### config.mk
export PLATFORM = sky130hd
export DESIGN_NAME = sem_jobq
export DESIGN_NICKNAME = d
export VERILOG_FILES = /design/src/design/assert_macros.svh /design/src/design/sem_pkg.sv /design/src/design/sem_jobq.sv
export SDC_FILE = /design/constraint.sdc
export NUM_CORES = 1
export LEC_CHECK = 0
export ABC_AREA = 1
export BUFFER_PORTS_ARGS = -buffer_cell sky130_fd_sc_hd__buf_2
export CAP_MARGIN = 20
export CORE_UTILIZATION = 54
export CTS_BUF_LIST = sky130_fd_sc_hd__clkbuf_8
export DETAILED_ROUTE_END_ITERATION = 12
export GPL_TIMING_DRIVEN = 0
export PLACE_DENSITY = 0.89
export SLEW_MARGIN = 20
export SYNTH_ARGS = -nofsm -noshare
export SYNTH_HDL_FRONTEND = slang
export SYNTH_SLANG_ARGS = --single-unit
### constraint.sdc
create_clock -name clk_i -period 14.5 [get_ports clk_i]
set_input_delay 1.45 -clock clk_i [delete_from_list [all_inputs] [get_ports clk_i]]
set_output_delay 1.45 -clock clk_i [all_outputs]
set_load 0.05 [all_outputs]
### src/design/assert_macros.svh
// Assertion macros shared by the design files.
// Depends on nothing; include by bare file name.
`ifndef ASSERT_MACROS_SVH
`define ASSERT_MACROS_SVH

// Check a property on every rising edge outside reset.
`define SEM_ASSERT(label, clk, rst_n, prop) \
  label: assert property (@(posedge clk) disable iff (!rst_n) (prop)) \
    else $error("assertion failed");

// Check that a condition implies another in the next cycle.
`define SEM_ASSERT_NEXT(label, clk, rst_n, cond, prop) \
  label: assert property (@(posedge clk) disable iff (!rst_n) (cond) |=> (prop)) \
    else $error("assertion failed");

`endif

### src/design/sem_pkg.sv
// Shared types and constants of the Sobel edge magnitude core.
// Depends on nothing.
`timescale 1ns / 1ps
package sem_pkg;

  localparam int MaxWidthDef  = 1024;
  localparam int MaxHeightDef = 4096;

  localparam int CfgWidthBits  = 11;
  localparam int CfgHeightBits = 13;
  localparam logic [CfgWidthBits-1:0]  WidthReset  = 11'd640;
  localparam logic [CfgHeightBits-1:0] HeightReset = 13'd480;

  localparam logic RegWidth  = 1'b0;
  localparam logic RegHeight = 1'b1;

  localparam int PixBits = 24;
  localparam logic [20:0] SatLimit = 21'd65280;
  localparam logic [7:0]  PixMax   = 8'd255;

  localparam int KX [3][3] = '{'{-1, 0, 1}, '{-2, 0, 2}, '{-1, 0, 1}};
  localparam int KY [3][3] = '{'{-1, -2, -1}, '{0, 0, 0}, '{1, 2, 1}};

  typedef logic [2:0][2:0][PixBits-1:0] sem_win_t;

  // One window to evaluate, with the taps that lie inside the image.
  typedef struct packed {
    sem_win_t win;
    logic     top_ok;
    logic     bot_ok;
    logic     lft_ok;
    logic     rgt_ok;
    logic     frame_end;
  } sem_job_t;

endpackage

### src/design/sem_jobq.sv
// Short job queue between front end and back end.
// Depends on sem_pkg.
`timescale 1ns / 1ps
module sem_jobq import sem_pkg::*; #(
  parameter int Depth = 2
) (
  input  logic     clk_i,
  input  logic     rst_ni,
  input  logic     push_i,
  input  sem_job_t data_i,
  output logic     full_o,
  input  logic     pop_i,
  output sem_job_t data_o,
  output logic     empty_o
);

  localparam int PW = $clog2(Depth);
  localparam int CW = $clog2(Depth + 1);

  sem_job_t slot_q [Depth];
  logic [PW-1:0] wp_q, rp_q;
  logic [CW-1:0] cnt_q;
  logic do_push, do_pop;

  assign full_o  = cnt_q == CW'(Depth);
  assign empty_o = cnt_q == '0;
  assign do_push = push_i && !full_o;
  assign do_pop  = pop_i && !empty_o;
  assign data_o  = slot_q[rp_q];

  always_ff @(posedge clk_i or negedge rst_ni) begin
    if (!rst_ni) begin
      wp_q  <= '0;
      rp_q  <= '0;
      cnt_q <= '0;
    end else begin
      if (do_push) begin
        wp_q <= (wp_q == PW'(Depth - 1)) ? '0 : PW'(wp_q + PW'(1));
      end
      if (do_pop) begin
        rp_q <= (rp_q == PW'(Depth - 1)) ? '0 : PW'(rp_q + PW'(1));
      end
      cnt_q <= CW'(cnt_q + CW'(do_push) - CW'(do_pop));
    end
  end

  always_ff @(posedge clk_i) begin
    if (do_push) begin
      slot_q[wp_q] <= data_i;
    end
  end

endmodule

==> flow_metrics.py <==
metrics = {
    "placement": {
        "place_ws_ns": 11.00,
        "port_buffers": 447,
        "routabilityCongestion": 0.808,
        "dp_hpwl_microns": 29300,
    },
    "route": {
        "drc": 0,
        "antenna_left": 0,
        "wl_microns": 42700,
        "wire_per_inst_microns": 19.7,
        "dr_total_vias": 11215,
        "drtIter0Drc": 1000,
        "avgViaCountPerCell": 5.16,
        "dr.pass1.iters": 5,
    },
    "pwr": {
        "powerDensity_nw_per_um2": 258,
        "max-vdd-ir-drop_mv": 0.192,
        "leakage_uw": 0.00913,
    },
    "clocking": {
        "cts_max_level": 3,
        "clock_tree.root_cell": "clkbuf_8",
        "ctsResizeCount": 0,
        "postCtsHoldBufs": 0,
        "cts_setup_buffers": 0,
        "cts_buffers": 70,
        "clk_latency_ns": 0.58,
        "cts_sinks": 446,
        "clk_pin_slew_ns": 0.06,
        "ctsLongestPathBuffers": 3,
        "cts_tree": "done",
    },
    "floorplan": {
        "placeableCoreArea_sq_um": 29700,
        "num_rows": 63,
        "fp.dieArea_sq_um": 31000,
        "start_util_pct": 55.1,
        "io-pin-count": 448,
        "die_x_microns": 176,
        "die_height_microns": 176,
    },
    "synth": {
        "synthCells": 1188,
        "synth.distinct_cells": 12,
        "synth_area_sq_um": 16400,
        "ys_seq_elements": 446,
        "syn_nets": 1415,
        "syn_area_per_cell_sq_um": 13.8,
        "yosys_warnings": 0,
        "seq_area_frac_synth_pct": 81.7,
    },
    "timing": {
        "fin_crit_sh_pct": 25.0,
        "drv_slew": 0,
        "setup-violations-final": 0,
        "max_slew_margin_pct": 45.3,
        "worst_pin_slew_ns": 0.819,
        "fmax_mhz": 276,
        "hold_viol": 0,
        "hold_slack_ns": 0.513,
        "fin_ws_ns": 10.87,
        "rsz0062_at_grt": "false",
        "finalClockSkew_ns": 0.0326,
        "period_needed_ns": 3.63,
    },
    "worst_hold_path": {
        "hp-start": "wp_q$_DFFE_PN0P_",
        "hp-class": "reg -> reg",
        "hold_path_depth": 2,
        "min_to": "wp_q$_DFFE_PN0P_",
    },
    "layout": {
        "drive_gt1_share_pct": 33.8,
        "regArea_sq_um": 13400,
        "nets": 1946,
        "fillCellCount": 1890,
        "syn_to_final_growth_pct": 26.8,
        "multi_input_area_sq_um": 2590,
    },
    "setup_path": {
        "crit_chain": "buf_4, buf_4, buf_2, nand2_1, nand2_1, buf_2",
        "r2r_start": "wp_q$_DFFE_PN0P_",
        "endpoint_kind": "output port",
        "slowest_stage": "dfrtp_1",
        "path_buf_inv": 4,
        "cp_max_fo": 10,
        "crit_arrival_ns": 2.18,
        "crit_required_ns": 13.05,
        "path_delay_family": "buffers and inverters",
        "timing.reg2reg.setup_slack_ns": 12.04,
        "cp-start-kind": "register",
        "cpPeakStageDelay_ns": 0.38,
        "r2r_cells": 5,
        "setup.worst_path.class": "reg -> out",
        "regToRegEndpoint": "slot_q[0][114]$_DFFE_PP_",
    },
    "global_routing": {
        "track_usage_pct": 26.9,
        "grt_pass1_vias": 11388,
        "grt_first_pass_wirelength_microns": 62300,
        "antenna_found_initial": 14,
        "grt_max_degree": 78,
        "gr-total-overflow": 0,
    },
    "run": {
        "max_cap_viol_count": 0,
    },
    "status": {
        "status": "complete, no violations",
    },
}
through the flow:
stage / setup TNS, ns / total power, uW / instances / utilization, % / area (sq um)
after floorplan: 0 / 3710 / 1188 / - / 16400
after global placement: -333.79 / 4360 / 2025 / 64.3 / 19100
after detailed placement: 0 / 4350 / 2037 / 65.3 / 19400
after CTS: 0 / 5370 / 2163 / 69.8 / 20700
after global routing: 0 / 5560 / 2168 / 69.8 / 20700
final: 0 / 5360 / 2173 / 69.9 / 20800
final cells by class:
type | instances | area share [%]
tap | 390 | 2.35
multi-input combinational | 682 | 12.5
sequential | 446 | 64.4
inverter | 11 | 0.247
timing repair buffer | 459 | 12.2
antenna | 10 | 0.121
clock buffer | 72 | 4.77
buffer | 49 | 1.81
clock inverter | 54 | 1.59
layout by cell type (no fill, tap or decap), types with 2 or more instances in the layout:
master      Yosys  layout
nand2_1       676     676
buf_2          22     469
edfxtp_1      442     442
clkbuf_8        0      72
inv_1          10      25
buf_6          20      20
clkinv_1        0      19
diode_2         0      10
clkinv_2        0      10
buf_16          0       8
buf_4           4       4
inv_8           0       4
dfrtp_1         4       4
buf_12          0       4
clkbuf_1        3       3
nand3_1         3       3
bufinv_16       0       3
ha_1            2       2
clkinvlp_4      0       2
tightest hold or removal path, cell delays in order, from the launching register on:
cell     delay, ns
dfrtp_1       0.36
nand2_1       0.07
nand2_1       0.06
where the power goes:
| group | total [uW] | switching [uW] | internal [uW] |
|---|---|---|---|
| Sequential | 1830 | 71.6 | 1760 |
| Combinational | 2520 | 2010 | 514 |
| Clock | 1010 | 486 | 522 |
cell usage after synthesis:
cell	instances	share of area, %
ha_1	2	0.15
dfrtp_1	4	0.61
inv_1	10	0.23
buf_4	4	0.18
inv_4	1	0.038
nand2_1	676	15
nand3_1	3	0.092
buf_2	22	0.67
edfxtp_1	442	81
buf_6	20	1.4
clkbuf_1	3	0.069
nor2_1	1	0.023
per-layer routing:
metal	wire (microns)	part of all wire (%)	global-route usage (%)
met2	21900	51	47.6
met4	1790	4.2	13.2
met3	4880	11	9.75
met1	14100	33	28.2
met5	68	0.16	0
flip-flops by register name, indices dropped and copies added (netlist names):
name / flops
cnt_q: 2
rp_q: 1
slot_q: 442
wp_q: 1
how the worst max path moves through the flow:
stage	from	cells past startpoint	end	slack, ns
final	rp_q$_DFFE_PN0P_	6	data_o[93]	10.87
after global routing	rp_q$_DFFE_PN0P_	6	data_o[110]	10.77
after CTS	rp_q$_DFFE_PN0P_	6	data_o[186]	10.79
after detailed placement	push_i	7	slot_q[1][77]$_DFFE_PP_	11.00
after global placement	push_i	3	slot_q[1][112]$_DFFE_PP_	-1.53
after floorplan	push_i	2	slot_q[1][0]$_DFFE_PP_	3.00
kinds of logic after synthesis:
logic type / Yosys count / synth area share [%]
and+or+nand+nor: 680 / 15.6
adders and majority gates: 2 / 0.153
buffers and inverters: 60 / 2.57
DFF: 446 / 81.7
No activity file was read; power rests on OpenSTA's default activity.
