<file path="src/design/assert_macros.svh">
// Assertion macros shared by the design files.
// Depends on nothing; include by bare file name.
`ifndef ASSERT_MACROS_SVH
`define ASSERT_MACROS_SVH

// Check a property on every rising edge outside reset.
`define SEM_ASSERT(label, clk, rst_n, prop) \
  label: assert property (@(posedge clk) disable iff (!rst_n) (prop)) \
    else $error("assertion failed");

// Check that a condition implies another in the next cycle.
`define SEM_ASSERT_NEXT(label, clk, rst_n, cond, prop) \
  label: assert property (@(posedge clk) disable iff (!rst_n) (cond) |=> (prop)) \
    else $error("assertion failed");

`endif

</file>
<file path="src/design/sem_pkg.sv">
// Shared types and constants of the Sobel edge magnitude core.
// Depends on nothing.
`timescale 1ns / 1ps
package sem_pkg;

  localparam int MaxWidthDef  = 1024;
  localparam int MaxHeightDef = 4096;

  localparam int CfgWidthBits  = 11;
  localparam int CfgHeightBits = 13;
  localparam logic [CfgWidthBits-1:0]  WidthReset  = 11'd640;
  localparam logic [CfgHeightBits-1:0] HeightReset = 13'd480;

  localparam logic RegWidth  = 1'b0;
  localparam logic RegHeight = 1'b1;

  localparam int PixBits = 24;
  localparam logic [20:0] SatLimit = 21'd65280;
  localparam logic [7:0]  PixMax   = 8'd255;

  localparam int KX [3][3] = '{'{-1, 0, 1}, '{-2, 0, 2}, '{-1, 0, 1}};
  localparam int KY [3][3] = '{'{-1, -2, -1}, '{0, 0, 0}, '{1, 2, 1}};

  typedef logic [2:0][2:0][PixBits-1:0] sem_win_t;

  // One window to evaluate, with the taps that lie inside the image.
  typedef struct packed {
    sem_win_t win;
    logic     top_ok;
    logic     bot_ok;
    logic     lft_ok;
    logic     rgt_ok;
    logic     frame_end;
  } sem_job_t;

endpackage

</file>
<file path="src/design/sem_back.sv">
// Back end: Sobel gradients, rounded square root per channel, result word.
// Depends on sem_pkg.
`timescale 1ns / 1ps
module sem_back import sem_pkg::*; (
  input  logic     clk_i,
  input  logic     rst_ni,
  input  logic     q_empty_i,
  input  sem_job_t job_i,
  output logic     q_pop_o,
  output logic [7:0] edge_red_o,
  output logic [7:0] edge_green_o,
  output logic [7:0] edge_blue_o,
  output logic     frame_end_o,
  output logic     empty_o,
  input  logic     pop_i
);

  localparam logic [2:0] B_IDLE = 3'd0;
  localparam logic [2:0] B_SQ   = 3'd1;
  localparam logic [2:0] B_ITER = 3'd2;
  localparam logic [2:0] B_RND  = 3'd3;
  localparam logic [2:0] B_OUT  = 3'd4;

  logic [2:0] state_q;
  logic signed [11:0] gx_q [3], gy_q [3], gx_c [3], gy_c [3];
  logic [20:0] s_q [3];
  logic [7:0]  n_q [3];
  logic [7:0]  mag_q [3];
  logic [7:0]  bit_q;
  logic        fe_q;
  logic        res_valid_q;
  logic [7:0]  res_q [3];
  logic        res_fe_q;
  logic        res_take;

  assign q_pop_o  = (state_q == B_IDLE) && !q_empty_i;
  assign res_take = (state_q == B_OUT) && (!res_valid_q || pop_i);

  // Masked kernel sums; taps outside the image count as zero.
  always_comb begin
    int sx, sy, v;
    logic [2:0] row_ok, col_ok;
    row_ok = {job_i.bot_ok, 1'b1, job_i.top_ok};
    col_ok = {job_i.rgt_ok, 1'b1, job_i.lft_ok};
    for (int ch = 0; ch < 3; ch++) begin
      sx = 0;
      sy = 0;
      for (int y = 0; y < 3; y++) begin
        for (int x = 0; x < 3; x++) begin
          v = int'(job_i.win[y][x][23 - 8 * ch -: 8]);
          if (row_ok[y] && col_ok[x]) begin
            sx = sx + v * KX[y][x];
            sy = sy + v * KY[y][x];
          end
        end
      end
      gx_c[ch] = 12'(sx);
      gy_c[ch] = 12'(sy);
    end
  end

  always_ff @(posedge clk_i or negedge rst_ni) begin
    if (!rst_ni) begin
      state_q     <= B_IDLE;
      res_valid_q <= 1'b0;
      bit_q       <= '0;
    end else begin
      case (state_q)
        B_IDLE: if (!q_empty_i) state_q <= B_SQ;
        B_SQ: begin
          state_q <= B_ITER;
          bit_q   <= 8'h80;
        end
        B_ITER: begin
          bit_q <= bit_q >> 1;
          if (bit_q == 8'h01) state_q <= B_RND;
        end
        B_RND:  state_q <= B_OUT;
        B_OUT:  if (res_take) state_q <= B_IDLE;
        default: state_q <= B_IDLE;
      endcase
      if (res_take) begin
        res_valid_q <= 1'b1;
      end else if (pop_i) begin
        res_valid_q <= 1'b0;
      end
    end
  end

  always_ff @(posedge clk_i) begin
    logic [7:0]  t;
    logic [15:0] tt, nn;
    logic [8:0]  rn;
    for (int ch = 0; ch < 3; ch++) begin
      t  = n_q[ch] | bit_q;
      tt = 16'(t) * 16'(t);
      nn = 16'(n_q[ch]) * 16'(n_q[ch]);
      rn = 9'(n_q[ch]) + 9'((s_q[ch] - 21'(nn)) > 21'(n_q[ch]));
      case (state_q)
        B_IDLE: begin
          gx_q[ch] <= gx_c[ch];
          gy_q[ch] <= gy_c[ch];
        end
        B_SQ: begin
          s_q[ch] <= 21'($unsigned(24'(gx_q[ch]) * 24'(gx_q[ch])))
                   + 21'($unsigned(24'(gy_q[ch]) * 24'(gy_q[ch])));
          n_q[ch] <= '0;
        end
        B_ITER: if (21'(tt) <= s_q[ch]) n_q[ch] <= t;
        B_RND: begin
          if (s_q[ch] > SatLimit || rn > 9'(PixMax)) mag_q[ch] <= PixMax;
          else mag_q[ch] <= rn[7:0];
        end
        default: ;
      endcase
      if (res_take) res_q[ch] <= mag_q[ch];
    end
    if (state_q == B_IDLE) fe_q <= job_i.frame_end;
    if (res_take) res_fe_q <= fe_q;
  end

  assign edge_red_o   = res_q[0];
  assign edge_green_o = res_q[1];
  assign edge_blue_o  = res_q[2];
  assign frame_end_o  = res_fe_q;
  assign empty_o      = !res_valid_q;

endmodule

</file>
<file path="config.mk">
export PLATFORM = sky130hd
export DESIGN_NAME = sem_back
export DESIGN_NICKNAME = d
export VERILOG_FILES = /design/src/design/assert_macros.svh /design/src/design/sem_pkg.sv /design/src/design/sem_back.sv
export SDC_FILE = /design/constraint.sdc
export NUM_CORES = 2
export LEC_CHECK = 0
export ABC_AREA = 1
export BUFFER_PORTS_ARGS = -buffer_cell sky130_fd_sc_hd__buf_4
export CAP_MARGIN = 15
export CORE_MARGIN = 10
export CORE_UTILIZATION = 55
export DETAILED_ROUTE_END_ITERATION = 6
export PLACE_DENSITY = 0.72
export SKIP_CTS_REPAIR_TIMING = 1
export SLEW_MARGIN = 10
export SYNTH_ARGS = -nofsm -noshare
export SYNTH_HDL_FRONTEND = slang
export SYNTH_SLANG_ARGS = --single-unit
</file>
<file path="constraint.sdc">
create_clock -name clk_i -period 6.92 [get_ports clk_i]
set_input_delay 1.038 -clock clk_i [delete_from_list [all_inputs] [get_ports clk_i]]
set_output_delay 1.038 -clock clk_i [all_outputs]
set_load 0.01 [all_outputs]
</file>
==> qor.txt <==
Outcome - finished, violations left
Failing checks - DRC
WL final - 157000 um
Met2 wire length - 76000 um
Main flop type after synthesis - edfxtp_1
Worst Path Arrival - 6960 ps
Slew Limit Headroom - 43.0%
Count of different cell masters after synthesis - 64
Die W - 356 um
Die H - 356 um
Synthesis-stage register bit count - 221
Area of the multi-input gates - 0.0479 mm^2
Total number of vias - 51.8k
Post-Syn Nets - 9864
Final setup viols - 0
Final hold vios - 0
Pre-antenna DRT Iters - 7
FFs w/ async S/R, synth - 5.43%
Crit path max fanout - 8
Max incr delay on CP - 580 ps
Nets - 10.6k
Storage element area - 0.00658 mm^2
Die area - 0.127 mm^2
MaxCap Viol Count - 0
Initial antenna violation count - 13
Final hold slack - 289 ps
Sink Count - 221
Io pins - 252
CTS tree - done
Synth Warn # - 0
H-Tree Depth - 1
PortBufs - 227
DR top layer - met5
Root Driver - clkbuf_16
Crit end category - flop
Metal3 WL - 8870 um
Seq/Total Area, Yosys - 10.6%
Post-route clock period utilization - 96.3%
Most frequent cell after synthesis - inv_1
Row cnt - 123
Worst slew pin tran - 855 ps
Mapped Avg Cell Area - 7.87 um^2
Gr ovfl total - 0
Filler Cell Count - 9680
Share of cells above drive strength 1 - 13.3%
Final estimated routing congestion in global placement - 0.935
CTS max path bufs - 3
Top post-synthesis cells by area - fa_1 30%, ha_1 16%, inv_1 13%
Largest net degree at the start of global routing - 65
Worst Clk Skew - 26.7 ps
First-pass GRT wire length - 259000 um
Area share of the largest cell type after synthesis - 30.1%
Max Slew Vio Count - 0
Yosys top cell by area - fa_1
Core area - 0.112 mm^2
Synth top cells by count - 2072 x inv_1, 1493 x nand2_1, 934 x fa_1, 806 x ha_1, 488 x nor2_1
Wire per inst - 15.5 um
Clk slew on worst S/H paths - 60 ps
HPWL Detailed - 137000 um
RSZ-0062 raised after global routing - true
Starting density of the core - 55.3%
Fin crit period - 6660 ps
Highest Clock Rate - 0.150 GHz
Vias in the first global route - 53.7k
Wl on met1 - 67400 um
Iteration-0 DRC Markers - 2789
CP max stage cell - fa_1
Antenna Violating Nets Remaining - 0
Synth Cell Area - 0.0621 mm^2
DRC errors left - 2
Class of the worst hold path - input port to async pin
CTS Buf Count - 26
Kind of critical path - flop to flop
Clock Latency Late Sink - 590 ps
Post-synth EDFFs - 209
Avg Vias per Cell - 5.11
Critical path launch point type - flop
Cells after synthesis - 7899
Tot GR Track Use - 24.7%
Layout area overhead - 15.2%
Critical path data required time - 7220 ps
-- registers in the layout, indices dropped and copies added (netlist names) --
name         count
bit_q            8
fe_q             1
frame_end_o      1
gx_q            36
gy_q            36
mag_q           24
n_q             24
res_q           24
res_valid_q      1
s_q             63
state_q          3
-- cell families (layout without fill, tap and decap cells) --
kind of cell | count (synthesis) | after routing | share of synthesized area [%]
adder cells (fa/ha/maj) | 1740 | 1740 | 46.3
XOR/XNOR | 401 | 401 | 5.66
flip-flops | 221 | 221 | 10.6
AND/OR/NAND/NOR | 2425 | 2425 | 16.1
other | 2 | 9 | 0.0121
buffers and inverters | 2242 | 2982 | 13.6
AO/OA/AOI/OAI | 862 | 862 | 7.69
multiplexers | 6 | 6 | 0.0987
-- worst max-delay path: cells and delay by family, from the launching register on --
family / cells / cell delay [ps]
xor+xnor: 1 / 150
compound gates: 3 / 840
buf+inv: 5 / 440
fa+ha+maj: 8 / 3150
flops: 1 / 480
simple gates: 12 / 1310
-- placed cells by master, fill, tap and decap left out, types with 10 or more instances in the layout --
cell / Yosys / final
o211ai_1: 13 / 13
nand2_1: 1493 / 1484
ha_4: 0 / 18
nor2_1: 488 / 455
ha_1: 806 / 779
edfxtp_1: 209 / 209
nand2_2: 17 / 26
clkbuf_16: 0 / 27
inv_1: 2072 / 2068
a21o_1: 20 / 20
nor3_2: 1 / 10
nor3_1: 59 / 50
a21oi_2: 1 / 21
or2_2: 53 / 53
o21bai_1: 32 / 29
buf_4: 0 / 846
nand4_1: 54 / 54
nand3b_1: 15 / 15
a31oi_1: 32 / 24
o21ai_1: 6 / 68
and2_1: 20 / 19
fa_1: 934 / 931
o22ai_1: 22 / 17
a21oi_1: 345 / 325
xnor2_1: 182 / 182
dfrtp_1: 12 / 11
o21ai_2: 2 / 19
nand3_1: 188 / 186
a211oi_1: 16 / 13
xor2_1: 218 / 218
nor2_2: 2 / 29
o21ai_0: 316 / 236
-- layer usage --
layer | up-vias | GRT usage [%]
met3 | 273 | 3.10
met5 | - | 0
met2 | 1281 | 43.0
met4 | 14 | 7.17
met1 | 24800 | 32.0
li1 | 25500 | -
-- final timing paths --
kind | slack (ps) | to | start | cells past startpoint
setup / recovery | 260 | mag_q[0][6] | s_q[0][6] | 29
hold / removal | 290 | bit_q[4] | rst_ni | 1
setup reg to reg | 260 | mag_q[0][6] | s_q[0][6] | 29
hold reg to reg | 420 | res_q[0][2] | mag_q[0][2] | 0
max in group asynchronous | 6460 | bit_q[0] | rst_ni | 1
min in group clk_i | 420 | res_q[0][2] | mag_q[0][2] | 0
-- final cells by class --
cell class | count | share of cell area, %
multi-input combinational | 5436 | 66.9
inverter | 2080 | 10.9
sequential | 221 | 9.19
timing repair buffer | 854 | 9.04
tap | 1500 | 2.62
clock buffer | 30 | 0.959
clock inverter | 18 | 0.323
antenna | 7 | 0.0245
-- stage by stage --
stage,setup slack (ps),util (%),instances,setup TNS [ps],area (um^2)
2_1_floorplan,11.0,-,7899,0,62100
6_report,255,63.7,10100,0,71600
3_5_place_dp,-628,61.7,10000,-11950,69300
3_3_place_gp,-519,61.7,10000,-5080,69300
4_1_cts,-22.4,62.5,10100,-113,70300
5_1_grt,-104,63.7,10100,-423,71600
Power is left out: the tool's default activity adds up to more than one toggle a clock period on the data nets, which glitch-free logic cannot reach.
